--- config.mk ---
export PLATFORM = sky130hd
export DESIGN_NAME = two_stack_fifo_queue
export DESIGN_NICKNAME = d
export VERILOG_FILES = /design/src/hdl/tsfq_pkg.sv /design/src/hdl/tsfq_ram.sv /design/src/hdl/tsfq_dpath.sv /design/src/hdl/tsfq_ctrl.sv /design/src/hdl/two_stack_fifo_queue.sv
export SDC_FILE = /design/constraint.sdc
export NUM_CORES = 1
export LEC_CHECK = 0
export BUFFER_PORTS_ARGS = -buffer_cell sky130_fd_sc_hd__buf_2
export CAP_MARGIN = 15
export CORE_UTILIZATION = 40
export CTS_BUF_LIST = sky130_fd_sc_hd__clkbuf_16
export DETAILED_ROUTE_END_ITERATION = 16
export PLACE_DENSITY = 0.55
export SLEW_MARGIN = 20
export SYNTH_ARGS = -nofsm -noshare
export SYNTH_HDL_FRONTEND = slang
export SYNTH_SLANG_ARGS = --single-unit
export TNS_END_PERCENT = 5
--- constraint.sdc ---
create_clock -name i_clk -period 4.91 [get_ports i_clk]
set_clock_uncertainty 0.2 [all_clocks]
set_input_delay 0.7365 -clock i_clk [delete_from_list [all_inputs] [get_ports i_clk]]
set_output_delay 0.7365 -clock i_clk [all_outputs]
set_load 0.02 [all_outputs]
--- src/hdl/tsfq_pkg.sv ---
// Shared types and codes for the two-stack FIFO queue.
// No dependencies; imported by tsfq_ctrl, tsfq_dpath and the top level.
`default_nettype none
package tsfq_pkg;

    localparam int ACTION_BITS = 2;
    localparam int STATUS_BITS = 2;
    localparam int VALUE_BITS  = 32;

    typedef logic [ACTION_BITS-1:0] t_action;
    typedef logic [STATUS_BITS-1:0] t_status;

    localparam t_action ACT_ENQUEUE = 2'd0;
    localparam t_action ACT_DEQUEUE = 2'd1;
    localparam t_action ACT_PEEK    = 2'd2;

    localparam t_status ST_OK        = 2'd0;
    localparam t_status ST_OVERFLOW  = 2'd1;
    localparam t_status ST_UNDERFLOW = 2'd2;

    // controller -> datapath
    typedef struct packed {
        logic    in_push;      // write request word at inbox top
        logic    in_peek_rd;   // read inbox bottom
        logic    xfer_rd;      // read inbox top and pop it
        logic    out_rd;       // read outbox top
        logic    out_pop;      // with out_rd: pop the outbox
        logic    res_load;     // result ready for the output register
        logic    res_from_ram; // result value from a RAM read, else zero
        logic    res_from_in;  // RAM read came from the inbox
        t_status res_status;
    } t_cmd;

    // datapath -> controller
    typedef struct packed {
        logic in_empty;
        logic out_empty;
        logic full;
        logic out_free;
    } t_stat;

endpackage
`default_nettype wire

--- src/hdl/tsfq_ram.sv ---
// Generic single-write, single-read RAM with registered read data.
// No dependencies.
`default_nettype none
module tsfq_ram #(
    parameter int WIDTH = 32,
    parameter int DEPTH = 8,
    parameter int AW    = (DEPTH > 1) ? $clog2(DEPTH) : 1
) (
    input  wire logic             i_clk,
    input  wire logic             i_we,
    input  wire logic [AW-1:0]    i_waddr,
    input  wire logic [WIDTH-1:0] i_wdata,
    input  wire logic             i_re,
    input  wire logic [AW-1:0]    i_raddr,
    output logic      [WIDTH-1:0] o_rdata
);

    logic [WIDTH-1:0] r_mem [DEPTH];
    logic [WIDTH-1:0] r_rdata;

    always_ff @(posedge i_clk) begin
        if (i_we) begin
            r_mem[i_waddr] <= i_wdata;
        end
        // read data holds until the next read
        if (i_re) begin
            r_rdata <= r_mem[i_raddr];
        end
    end

    assign o_rdata = r_rdata;

endmodule
`default_nettype wire

--- src/hdl/tsfq_dpath.sv ---
// Datapath: inbox and outbox stacks, their counts and the result register.
// Depends on tsfq_pkg and tsfq_ram.
`default_nettype none
module tsfq_dpath #(
    parameter int DEPTH     = 8,
    parameter int WORD_BITS = 32
) (
    input  wire logic                   i_clk,
    input  wire logic                   i_rst_n,
    input  wire tsfq_pkg::t_cmd         i_cmd,
    input  wire logic [31:0]            i_word,
    input  wire logic                   i_res_ready,
    output tsfq_pkg::t_stat             o_stat,
    output logic                        o_res_valid,
    output logic [31:0]                 o_res_value,
    output tsfq_pkg::t_status           o_res_status
);
    import tsfq_pkg::*;

    localparam int CW = $clog2(DEPTH + 1);
    localparam int AW = (DEPTH > 1) ? $clog2(DEPTH) : 1;

    logic [CW-1:0] r_in_cnt, n_in_cnt;
    logic [CW-1:0] r_out_cnt, n_out_cnt;
    logic          r_mv, n_mv;
    logic [CW-1:0] in_top, out_top;
    logic [CW:0]   total;

    logic [WORD_BITS-1:0] word_st;
    logic [WORD_BITS-1:0] in_rdata, out_rdata, sel_rdata;
    logic [31:0]          rd_value;
    logic [AW-1:0]        in_raddr;

    logic                 r_valid;
    logic [31:0]          r_value;
    t_status              r_status;
    logic                 out_free;

    // input word is signed 32 bits; stored as WORD_BITS
    generate
        if (WORD_BITS <= 32) begin : g_in_narrow
            assign word_st = i_word[WORD_BITS-1:0];
        end else begin : g_in_wide
            assign word_st = {{(WORD_BITS-32){i_word[31]}}, i_word};
        end
        if (WORD_BITS >= 32) begin : g_out_wide
            assign rd_value = sel_rdata[31:0];
        end else begin : g_out_narrow
            assign rd_value = {{(32-WORD_BITS){1'b0}}, sel_rdata};
        end
    endgenerate

    assign in_top  = CW'(r_in_cnt - CW'(1));
    assign out_top = CW'(r_out_cnt - CW'(1));
    assign total   = {1'b0, r_in_cnt} + {1'b0, r_out_cnt};
    assign in_raddr = i_cmd.xfer_rd ? in_top[AW-1:0] : '0;

    tsfq_ram #(.WIDTH(WORD_BITS), .DEPTH(DEPTH), .AW(AW)) u_inbox (
        .i_clk   (i_clk),
        .i_we    (i_cmd.in_push),
        .i_waddr (r_in_cnt[AW-1:0]),
        .i_wdata (word_st),
        .i_re    (i_cmd.xfer_rd | i_cmd.in_peek_rd),
        .i_raddr (in_raddr),
        .o_rdata (in_rdata)
    );

    // a move writes the inbox word read in the previous cycle
    tsfq_ram #(.WIDTH(WORD_BITS), .DEPTH(DEPTH), .AW(AW)) u_outbox (
        .i_clk   (i_clk),
        .i_we    (r_mv),
        .i_waddr (r_out_cnt[AW-1:0]),
        .i_wdata (in_rdata),
        .i_re    (i_cmd.out_rd),
        .i_raddr (out_top[AW-1:0]),
        .o_rdata (out_rdata)
    );

    always_comb begin
        n_in_cnt  = r_in_cnt;
        n_out_cnt = r_out_cnt;
        n_mv      = i_cmd.xfer_rd;
        if (i_cmd.in_push) begin
            n_in_cnt = CW'(r_in_cnt + CW'(1));
        end else if (i_cmd.xfer_rd) begin
            n_in_cnt = in_top;
        end
        if (r_mv) begin
            n_out_cnt = CW'(r_out_cnt + CW'(1));
        end else if (i_cmd.out_rd && i_cmd.out_pop) begin
            n_out_cnt = out_top;
        end
    end

    always_ff @(posedge i_clk) begin
        if (!i_rst_n) begin
            r_in_cnt  <= '0;
            r_out_cnt <= '0;
            r_mv      <= 1'b0;
        end else begin
            r_in_cnt  <= n_in_cnt;
            r_out_cnt <= n_out_cnt;
            r_mv      <= n_mv;
        end
    end

    assign sel_rdata = i_cmd.res_from_in ? in_rdata : out_rdata;
    assign out_free  = !r_valid || i_res_ready;

    always_ff @(posedge i_clk) begin
        if (!i_rst_n) begin
            r_valid <= 1'b0;
        end else if (i_cmd.res_load && out_free) begin
            r_valid <= 1'b1;
        end else if (i_res_ready) begin
            r_valid <= 1'b0;
        end
    end

    always_ff @(posedge i_clk) begin
        if (i_cmd.res_load && out_free) begin
            r_value  <= i_cmd.res_from_ram ? rd_value : '0;
            r_status <= i_cmd.res_status;
        end
    end

    assign o_stat.in_empty  = (r_in_cnt == '0);
    assign o_stat.out_empty = (r_out_cnt == '0);
    assign o_stat.full      = (total >= (CW+1)'(DEPTH));
    assign o_stat.out_free  = out_free;

    assign o_res_valid  = r_valid;
    assign o_res_value  = r_value;
    assign o_res_status = r_status;

endmodule
`default_nettype wire

--- src/hdl/tsfq_ctrl.sv ---
// Controller: decodes each request and sequences stack reads, transfers
// and result loading. Depends on tsfq_pkg.
`default_nettype none
module tsfq_ctrl (
    input  wire logic              i_clk,
    input  wire logic              i_rst_n,
    input  wire logic              i_req_valid,
    input  wire tsfq_pkg::t_action i_action,
    input  wire tsfq_pkg::t_stat   i_stat,
    output logic                   o_req_ready,
    output tsfq_pkg::t_cmd         o_cmd
);
    import tsfq_pkg::*;

    localparam logic [2:0] S_IDLE = 3'd0;
    localparam logic [2:0] S_RES  = 3'd1; // result without RAM data
    localparam logic [2:0] S_RDW  = 3'd2; // RAM read data now valid
    localparam logic [2:0] S_XFER = 3'd3; // move inbox onto outbox
    localparam logic [2:0] S_POP  = 3'd4; // pop outbox after a transfer

    logic [2:0] r_state, n_state;
    t_status    r_status, n_status;
    logic       r_from_in, n_from_in;
    logic       accept;

    // no request is taken while reset is held
    assign o_req_ready = (r_state == S_IDLE) && i_rst_n;
    assign accept      = i_req_valid && o_req_ready;

    always_comb begin
        n_state   = r_state;
        n_status  = r_status;
        n_from_in = r_from_in;
        o_cmd     = '0;
        case (r_state)
            S_IDLE: begin
                if (accept) begin
                    n_status  = ST_OK;
                    n_from_in = 1'b0;
                    n_state   = S_RES;
                    case (i_action)
                        ACT_ENQUEUE: begin
                            if (i_stat.full) begin
                                n_status = ST_OVERFLOW;
                            end else begin
                                o_cmd.in_push = 1'b1;
                            end
                        end
                        ACT_DEQUEUE: begin
                            if (!i_stat.out_empty) begin
                                o_cmd.out_rd  = 1'b1;
                                o_cmd.out_pop = 1'b1;
                                n_state       = S_RDW;
                            end else if (!i_stat.in_empty) begin
                                n_state = S_XFER;
                            end else begin
                                n_status = ST_UNDERFLOW;
                            end
                        end
                        ACT_PEEK: begin
                            if (!i_stat.out_empty) begin
                                o_cmd.out_rd = 1'b1;
                                n_state      = S_RDW;
                            end else if (!i_stat.in_empty) begin
                                o_cmd.in_peek_rd = 1'b1;
                                n_from_in        = 1'b1;
                                n_state          = S_RDW;
                            end else begin
                                n_status = ST_UNDERFLOW;
                            end
                        end
                        default: begin
                            n_status = ST_OK;
                        end
                    endcase
                end
            end
            S_RES: begin
                o_cmd.res_load   = 1'b1;
                o_cmd.res_status = r_status;
                if (i_stat.out_free) begin
                    n_state = S_IDLE;
                end
            end
            S_RDW: begin
                o_cmd.res_load     = 1'b1;
                o_cmd.res_from_ram = 1'b1;
                o_cmd.res_from_in  = r_from_in;
                o_cmd.res_status   = r_status;
                if (i_stat.out_free) begin
                    n_state = S_IDLE;
                end
            end
            S_XFER: begin
                // one inbox read per cycle; each outbox write lands in the next cycle
                if (!i_stat.in_empty) begin
                    o_cmd.xfer_rd = 1'b1;
                end else begin
                    n_state = S_POP;
                end
            end
            S_POP: begin
                o_cmd.out_rd  = 1'b1;
                o_cmd.out_pop = 1'b1;
                n_state       = S_RDW;
            end
            default: begin
                n_state = S_IDLE;
            end
        endcase
    end

    always_ff @(posedge i_clk) begin
        if (!i_rst_n) begin
            r_state <= S_IDLE;
        end else begin
            r_state <= n_state;
        end
    end

    always_ff @(posedge i_clk) begin
        r_status  <= n_status;
        r_from_in <= n_from_in;
    end

endmodule
`default_nettype wire

--- src/hdl/two_stack_fifo_queue.sv ---
// Top level of the two-stack FIFO queue: controller plus datapath.
// Depends on tsfq_pkg, tsfq_ctrl, tsfq_dpath (and tsfq_ram below it).
//
// channel   dir  tdata               tuser
// s_axis    in   [31:0] data_word    [1:0] action
// m_axis    out  [31:0] value        [1:0] status
//
// Enqueue, peek and dequeue from a non-empty outbox go from the accept
// cycle to a state that loads the result register; a dequeue that finds
// the outbox empty first moves every inbox word onto the outbox through the
// one-word-per-cycle inbox read port, then pops the outbox. Reset is
// synchronous, active low, and empties both stacks. A full result register
// stalls the block in its last state until m_axis_tready frees it.
`default_nettype none
module two_stack_fifo_queue #(
    parameter int DEPTH     = 8,
    parameter int WORD_BITS = 32
) (
    input  wire logic        i_clk,
    input  wire logic        i_rst_n,
    input  wire logic        s_axis_tvalid,
    output logic             s_axis_tready,
    input  wire logic [31:0] s_axis_tdata,  // [31:0] data_word
    input  wire logic [1:0]  s_axis_tuser,  // [1:0] action
    output logic             m_axis_tvalid,
    input  wire logic        m_axis_tready,
    output logic      [31:0] m_axis_tdata,  // [31:0] value
    output logic      [1:0]  m_axis_tuser   // [1:0] status
);
    import tsfq_pkg::*;

    t_cmd    cmd;
    t_stat   stat;
    t_status res_status;

    tsfq_ctrl u_ctrl (
        .i_clk       (i_clk),
        .i_rst_n     (i_rst_n),
        .i_req_valid (s_axis_tvalid),
        .i_action    (s_axis_tuser),
        .i_stat      (stat),
        .o_req_ready (s_axis_tready),
        .o_cmd       (cmd)
    );

    tsfq_dpath #(.DEPTH(DEPTH), .WORD_BITS(WORD_BITS)) u_dpath (
        .i_clk        (i_clk),
        .i_rst_n      (i_rst_n),
        .i_cmd        (cmd),
        .i_word       (s_axis_tdata),
        .i_res_ready  (m_axis_tready),
        .o_stat       (stat),
        .o_res_valid  (m_axis_tvalid),
        .o_res_value  (m_axis_tdata),
        .o_res_status (res_status)
    );

    assign m_axis_tuser = res_status;

endmodule
`default_nettype wire
# [After elaboration in Yosys (flattened, before gate mapping)]
# Memory sizes are Yosys's and may differ from the RTL's. A register that Yosys moved wholly into a read port is not among the register bits.
# Cells that the tools add are included.
[word_totals] ramBits=512 ff_bits=50 n_memories=2 elab_cells=85 input_bits=38
[memory_table] name="u_dpath.u_inbox.r_mem" depth=8 width=32 read_ports=1 rd_clocked_by_memory_dff=1 write_ports=1 line_no="tsfq_ram.sv:18" rtl="logic [WIDTH-1:0] r_mem [DEPTH];"
[memory_table] name="u_dpath.u_outbox.r_mem" depth=8 width=32 read_ports=1 rd_clocked_by_memory_dff=1 write_ports=1 line_no="tsfq_ram.sv:18"
[classes] muxes=41 addsub=5 reduce_logical=17 n_bitwise=1 eq_ne=9 magnitude_cmp=1
[op_table] cell="2-to-1 mux 32 bit" n=1
[op_table] cell="2-to-1 mux 2 bit" n=9
[op_table] cell="2-to-1 mux 3 bit" n=6
[op_table] cell="2-to-1 mux 1 bit" n=16
[op_table] cell="2-to-1 mux 4 bit" n=4
[op_table] cell="case mux 3 bit (4 select lines)" n=1
[op_table] cell="adder 4 x 1 -> 4 bit, second input constant" n=2
[op_table] cell="zero test 4 bit" n=2
[op_table] cell="case mux 2 bit (2 select lines)" n=2
[op_table] cell="subtractor 4 x 1 -> 4 bit, second input constant" n=2
[op_table] cell="== test 3 x 2 -> 1 bit, second input constant" n=2
[op_table] cell="!= test 2 x 1 -> 1 bit, second input constant" n=3
[op_table] cell="case mux 3 bit (2 select lines)" n=1
[op_table] cell="nonzero test 2 bit" n=3
[op_table] cell="adder 4 x 4 -> 5 bit" n=1
[op_table] cell="greater-or-equal comparator 5 x 4 -> 1 bit, second input constant" n=1
[op_table] cell="logical AND 1 bit" n=4
[op_table] cell="OR reduction 2 bit" n=2
[op_table] cell="== test 3 x 1 -> 1 bit, second input constant" n=1
[op_table] cell="== test 3 bit, second input constant" n=1
[op_table] cell="zero test 3 bit" n=1
[op_table] cell="AND reduction 3 bit" n=1
[op_table] cell="== test 2 x 1 -> 1 bit, second input constant" n=1
[op_table] cell="== test 2 bit, second input constant" n=1
[op_table] cell="6 further kinds" n=6

# [Logic depth before layout (Yosys ltp)]
[depth] depth_word=8 depth_mapped=11 mapped_depth_nobuf=8

# [Hierarchy]
# A second synthesis with hierarchy kept.
[unflattened] cells_unflattened=1074 area_unflattened_um2=24359.6
[by_module_without_submodules] mod="tsfq_ram" cells_each=415 area_per_inst_um2=10786.6 n_inst=2 seq_area_each_um2=8648.3
[by_module_without_submodules] mod="tsfq_dpath" cells_each=189 area_per_inst_um2=2275.9 n_inst=1 seq_area_each_um2=1221.2
[by_module_without_submodules] mod="tsfq_ctrl" cells_each=55 area_per_inst_um2=510.5 n_inst=1 seq_area_each_um2=150.1

# [Worst setup path after synthesis]
# Ideal clock, no wire load.
[synth_timing] path_kind="input to register" start="in i_rst_n" end="mem u_dpath.u_inbox.r_mem[2][0] (enable)" setup_time_ps=501 path_stages=5 setup_slack_ps=-560 t_arrival_ps=4769 n_path_buf=1 cell_sequence="nor4b_4 > nand4_2 > or2_0 > buf_6 > nor4_1"
[synth_via] elab_chain_cells=6
[synth_lines] item="start: declaration" line_no="two_stack_fifo_queue.sv:20" rtl="input wire logic i_rst_n,"
[synth_lines] item="logical AND 1 bit" line_no="tsfq_ctrl.sv:27" rtl="assign o_req_ready = (r_state == S_IDLE) && i_rst_n;"
[synth_lines] item="logical AND 1 bit" line_no="tsfq_ctrl.sv:28" rtl="assign accept = i_req_valid && o_req_ready;"
[synth_lines] item="2-to-1 mux 2 bit" line_no="tsfq_ctrl.sv:37" rtl="if (accept) begin"
[synth_lines] item="2-to-1 mux 2 bit" line_no="tsfq_ctrl.sv:35" rtl="case (r_state)"
[synth_lines] item="2-to-1 mux 1 bit" line_no="tsfq_ram.sv:22" rtl="if (i_we) begin"
[synth_lines] item="2-to-1 mux 1 bit (implied by the code)" line_no="tsfq_ram.sv:23" rtl="r_mem[i_waddr] <= i_wdata;"
[synth_lines] item="end: declaration" line_no="tsfq_ram.sv:18"
# No other way between the ends.

# [Worst setup path in the final report]
[layout_timing] start="reg u_dpath.r_in_cnt[1]" end="reg u_dpath.u_inbox.r_rdata[4] (netlist: u_dpath.u_inbox.o_rdata[4]), read port of u_dpath.u_inbox.r_mem (enable)"
[layout_via] elab_chain_cells=7 elab_cells_between_ends=10
[layout_lines] item="start: declaration" line_no="tsfq_dpath.sv:23" rtl="logic [CW-1:0] r_in_cnt, n_in_cnt;"
[layout_lines] item="start signal: assignment" line_no="tsfq_dpath.sv:101" rtl="r_in_cnt <= n_in_cnt;"
[layout_lines] item="zero test 4 bit (*)" line_no="tsfq_dpath.sv:127" rtl="assign o_stat.in_empty = (r_in_cnt == '0);"
[layout_lines] item="2-to-1 mux 1 bit (*)" line_no="tsfq_ctrl.sv:64, tsfq_ctrl.sv:96"
[layout_lines] item="2-to-1 mux 1 bit" line_no="tsfq_ctrl.sv:61" rtl="if (!i_stat.out_empty) begin"
[layout_lines] item="2-to-1 mux 1 bit" line_no="tsfq_ctrl.sv:41" rtl="case (i_action)"
[layout_lines] item="2-to-1 mux 2 bit" line_no="tsfq_ctrl.sv:37"
[layout_lines] item="2-to-1 mux 2 bit" line_no="tsfq_ctrl.sv:35"
[layout_lines] item="OR 1 bit (*)" line_no="tsfq_dpath.sv:63" rtl=".i_re (i_cmd.xfer_rd | i_cmd.in_peek_rd),"
[layout_lines] item="net u_dpath.u_inbox.i_re" line_no="tsfq_ram.sv:13" rtl="input wire logic i_re,"
[layout_lines] item="end: declaration" line_no="tsfq_ram.sv:19" rtl="logic [WIDTH-1:0] r_rdata;"
# The timed path passes the listed nets; every way through them passes the cells marked *.
# A chain may end at the register's enable or synchronous reset.

==> impl_metrics.tcl <==
set metrics [dict create \
    outcome "complete, no violations" \
    yosys-top-cells-area "sky130_fd_sc_hd__edfxtp_1 (76%), sky130_fd_sc_hd__mux4_2 (8.8%), sky130_fd_sc_hd__mux2i_1 (4.0%), sky130_fd_sc_hd__mux2_2 (1.5%), sky130_fd_sc_hd__o221ai_1 (1.2%)" \
    crit_path_end "u_dpath.u_inbox.o_rdata[4]$_DFFE_PP_" \
    post_cts_buffers 0 \
    routed_via_density 5.34 \
    post-route-drc-count 0 \
    ctsHtreeMaxLevel 3 \
    initialDrtViolationCount 834 \
    vias 11400 \
    slew_viol_final 0 \
    synthMostInstantiatedCell "sky130_fd_sc_hd__edfxtp_1" \
    antenna_violating_nets_post_route 0 \
    post_cts_resize_count 0 \
    rrSetupSlack_ns 1.27 \
    max_stage_delay_ns 0.61 \
    slew_headroom 0.328 \
    final_util 0.470 \
    timing.critical_path.buf_inv 3 \
    root_buffer "sky130_fd_sc_hd__clkbuf_16" \
    worst-r2r-cell-count 8 \
    critical_path.max_fanout 35 \
    synth_edf_count 613 \
    synthDominantCellAreaShare 0.759 \
    synth_fp_nets 1245 \
    startpoint_type "flop" \
    core_area_um2 59500 \
    finalHoldWorstSlack_ns 0.230 \
    wirelength_mm 50.6 \
    synth.top_cells.by_count "sky130_fd_sc_hd__edfxtp_1 (613), sky130_fd_sc_hd__mux2i_1 (98), sky130_fd_sc_hd__mux4_2 (95), sky130_fd_sc_hd__nand2_1 (47), sky130_fd_sc_hd__nor2_1 (47)" \
    yosys_register_bits 626 \
    worst_setup_path_startpoint "u_dpath.r_in_cnt[1]$_SDFFE_PN0P_" \
    rows 89 \
    max-clock-path-buffers 3 \
    fp.dieW_um 248 \
    post_route_cells_drive_above_1_share 0.271 \
    fill_cells 5025 \
    grt_max_degree 50 \
    io_buf_count 73 \
    detailed_place_hpwl_mm 29.6 \
    synth_sequential_area_ratio 0.770 \
    worst_skew_late_latency_ns 0.58 \
    overflow 0 \
    total_leakage_power_nw 8.76 \
    tritoncts "built" \
    worst-path-stages 8 \
    period_minus_slack_ns 3.64 \
    synthesis.area_um2 24200 \
    ioPinCount 74 \
    start_util 0.408 \
    crit_path_end_kind "flop" \
    rsz0062_at_grt "false" \
    synthToLayoutAreaGrowth_pct 15.2 \
    totalNegativeSetupSlack_ns 0 \
    fin_nets 1363 \
    syn_area_per_cell_um2 20.3 \
    min_path_type "in -> reg" \
    vdd.ir_drop.worst_uv 244 \
    regToRegStartpoint "u_dpath.r_in_cnt[1]$_SDFFE_PN0P_" \
    hold_viol_final 0 \
    finalSetupViolCount 0 \
    final_min_period_over_clock_period 0.742 \
    yosys.cell_types.count 59 \
    yosys_most_used_dff "sky130_fd_sc_hd__edfxtp_1" \
    initial_antenna_violation_count 1 \
    drt-wirelength-per-cell_um 23.7 \
    worst_setup_hold_path_clk_slew_ns 0.06 \
    async_reset_ff_frac 0 \
    holdBufCountCts 0 \
    fin_ws_ns 1.27 \
    drt_pass1_iterations 5 \
    cpLargestDelayFamily "simple AND/OR/NAND/NOR gates" \
    dp_worst_setup_slack_ns 1.28 \
    dieArea_um2 61600 \
    global_route.usage.total 0.170 \
    first_global_vias 12000 \
    fmax_mhz 275 \
    finalWeightedCongestion 0.739 \
    synthesis.yosys.warnings 0 \
    grt_first_pass_wirelength_mm 76.4 \
    path_cells "inv_1 -> ha_1 -> or3b_2 -> buf_4 -> and3_1 -> nand2_1 -> nand2_1 -> buf_4" \
    cts_sinks 626 \
    crit_required_ns 4.98 \
    cts_inserted_buffers 67 \
    die_h_um 248 \
    critical_path.reg2reg.endpoint "u_dpath.u_inbox.o_rdata[4]$_DFFE_PP_" \
    max_cap_viol_count 0 \
    criticalPathCategory "reg -> reg" \
    power.density_cell_area_nw_per_um2 401 \
    worst_slew_pin_slew_ns 1.01 \
    arrival_ns 3.72 \
    post-synth-top-area-cell "sky130_fd_sc_hd__edfxtp_1" \
    critical_path.slowest_cell "sky130_fd_sc_hd__nand2_1" \
    syn-instance-count 1194 \
]
## cell families (layout without fill, tap and decap cells)
kind of cell               Yosys count  after routing  synth area share
adders and majority gates           13             13           0.00702
xor gates and xnor gates             6              6           0.00217
other                                0              1                 0
DFF                                626            626             0.770
and+or+nand+nor                    179            179            0.0402
buffers and inverters               75            245            0.0149
muxes                              226            226             0.144
AOI/OAI and AO/OA                   69             69            0.0216
## layer usage
| layer | global-route usage | wire [µm] |
|---|---|---|
| met5 | 0 | 0 |
| met4 | 0.0456 | 976 |
| met3 | 0.0297 | 1990 |
| met2 | 0.271 | 24300 |
| met1 | 0.240 | 23400 |
## worst min-delay path by stage
stage | endpoint | cells after the start | from | slack (ns)
2_1_floorplan | u_dpath.o_res_status[0]$_SDFFCE_PN0P_ | 1 | u_ctrl.r_status[0]$_DFFE_PP_ | 0.30
3_3_place_gp | u_dpath.o_res_status[1]$_SDFFCE_PN0P_ | 1 | u_ctrl.r_status[1]$_DFFE_PP_ | 0.32
3_5_place_dp | u_dpath.o_res_status[0]$_SDFFCE_PN0P_ | 1 | u_ctrl.r_status[0]$_DFFE_PP_ | 0.32
4_1_cts | u_dpath.u_inbox.r_mem[4][20]$_DFFE_PP_ | 1 | s_axis_tdata[20] | 0.20
5_1_grt | u_dpath.u_inbox.r_mem[5][5]$_DFFE_PP_ | 1 | s_axis_tdata[5] | 0.21
6_report | u_dpath.u_inbox.r_mem[4][20]$_DFFE_PP_ | 1 | s_axis_tdata[20] | 0.23
## power breakdown
| part | total (mW) | switching (mW) | internal, mW |
|---|---|---|---|
| Sequential | 5.91 | 0.0246 | 5.88 |
| Combinational | 0.332 | 0.214 | 0.118 |
| Clock | 4.95 | 2.02 | 2.93 |
| Total | 11.2 | 2.26 | 8.94 |
## state kept, by name, summed over array words and instances (netlist names), 3 cells and up
signal,flops
u_ctrl.r_state,3
u_dpath.o_res_value,32
u_dpath.u_outbox.r_mem,256
u_dpath.u_outbox.o_rdata,32
u_dpath.r_in_cnt,4
u_dpath.u_inbox.o_rdata,32
u_dpath.r_out_cnt,4
u_dpath.u_inbox.r_mem,256
## layout by cell type, fill, tap and decap left out, types with 2 or more instances in the layout
master                         n
sky130_fd_sc_hd__a21oi_1       6
sky130_fd_sc_hd__nor3_2        7
sky130_fd_sc_hd__edfxtp_1    613
sky130_fd_sc_hd__buf_2        73
sky130_fd_sc_hd__o221ai_1     32
sky130_fd_sc_hd__nor2_4        8
sky130_fd_sc_hd__and3_1        4
sky130_fd_sc_hd__o31a_1        2
sky130_fd_sc_hd__and2_1        8
sky130_fd_sc_hd__nand2_1      47
sky130_fd_sc_hd__nor3_1        3
sky130_fd_sc_hd__a211oi_1      3
sky130_fd_sc_hd__bufinv_16     5
sky130_fd_sc_hd__dfxtp_1      12
sky130_fd_sc_hd__clkinvlp_4    5
sky130_fd_sc_hd__o21ai_2       2
sky130_fd_sc_hd__clkinv_2      9
sky130_fd_sc_hd__buf_12        2
sky130_fd_sc_hd__nor2b_1       3
sky130_fd_sc_hd__mux4_2       95
sky130_fd_sc_hd__nor2_1       39
sky130_fd_sc_hd__nor4b_1       3
sky130_fd_sc_hd__xnor2_1       3
sky130_fd_sc_hd__mux2_2       32
sky130_fd_sc_hd__nand3_1       4
sky130_fd_sc_hd__o21ai_0       8
sky130_fd_sc_hd__ha_1         11
sky130_fd_sc_hd__mux2i_1      98
sky130_fd_sc_hd__clkbuf_16    73
sky130_fd_sc_hd__a21boi_0      2
sky130_fd_sc_hd__nand3b_1     31
sky130_fd_sc_hd__buf_4        39
sky130_fd_sc_hd__o211ai_1      2
sky130_fd_sc_hd__nor4_2        3
sky130_fd_sc_hd__inv_1        23
sky130_fd_sc_hd__clkinv_1     13
sky130_fd_sc_hd__o21a_1        4
sky130_fd_sc_hd__nor3b_1       2
sky130_fd_sc_hd__xor2_1        2
## through the flow
stage / instances / area, µm² / power (mW)
global route: 2138 / 27900 / 11.5
finish: 2138 / 27900 / 11.2
CTS: 2135 / 27900 / 11.3
detailed placement: 2014 / 25700 / 6.36
global placement: 2014 / 25700 / 6.35
floorplan: 1194 / 24200 / 6.22
## layout make-up
class | count | area, µm² | area share
Sequential cell | 626 | 18700 | 0.668
Multi-Input combinational cell | 493 | 5360 | 0.192
Clock buffer | 73 | 1830 | 0.0654
Tap cell | 773 | 967 | 0.0346
Timing Repair Buffer | 115 | 726 | 0.0260
Clock inverter | 48 | 347 | 0.0124
Inverter | 9 | 33.8 | 0.00121
Antenna cell | 1 | 2.50 | 0.0000896
No activity file was read; power rests on OpenSTA's default activity.
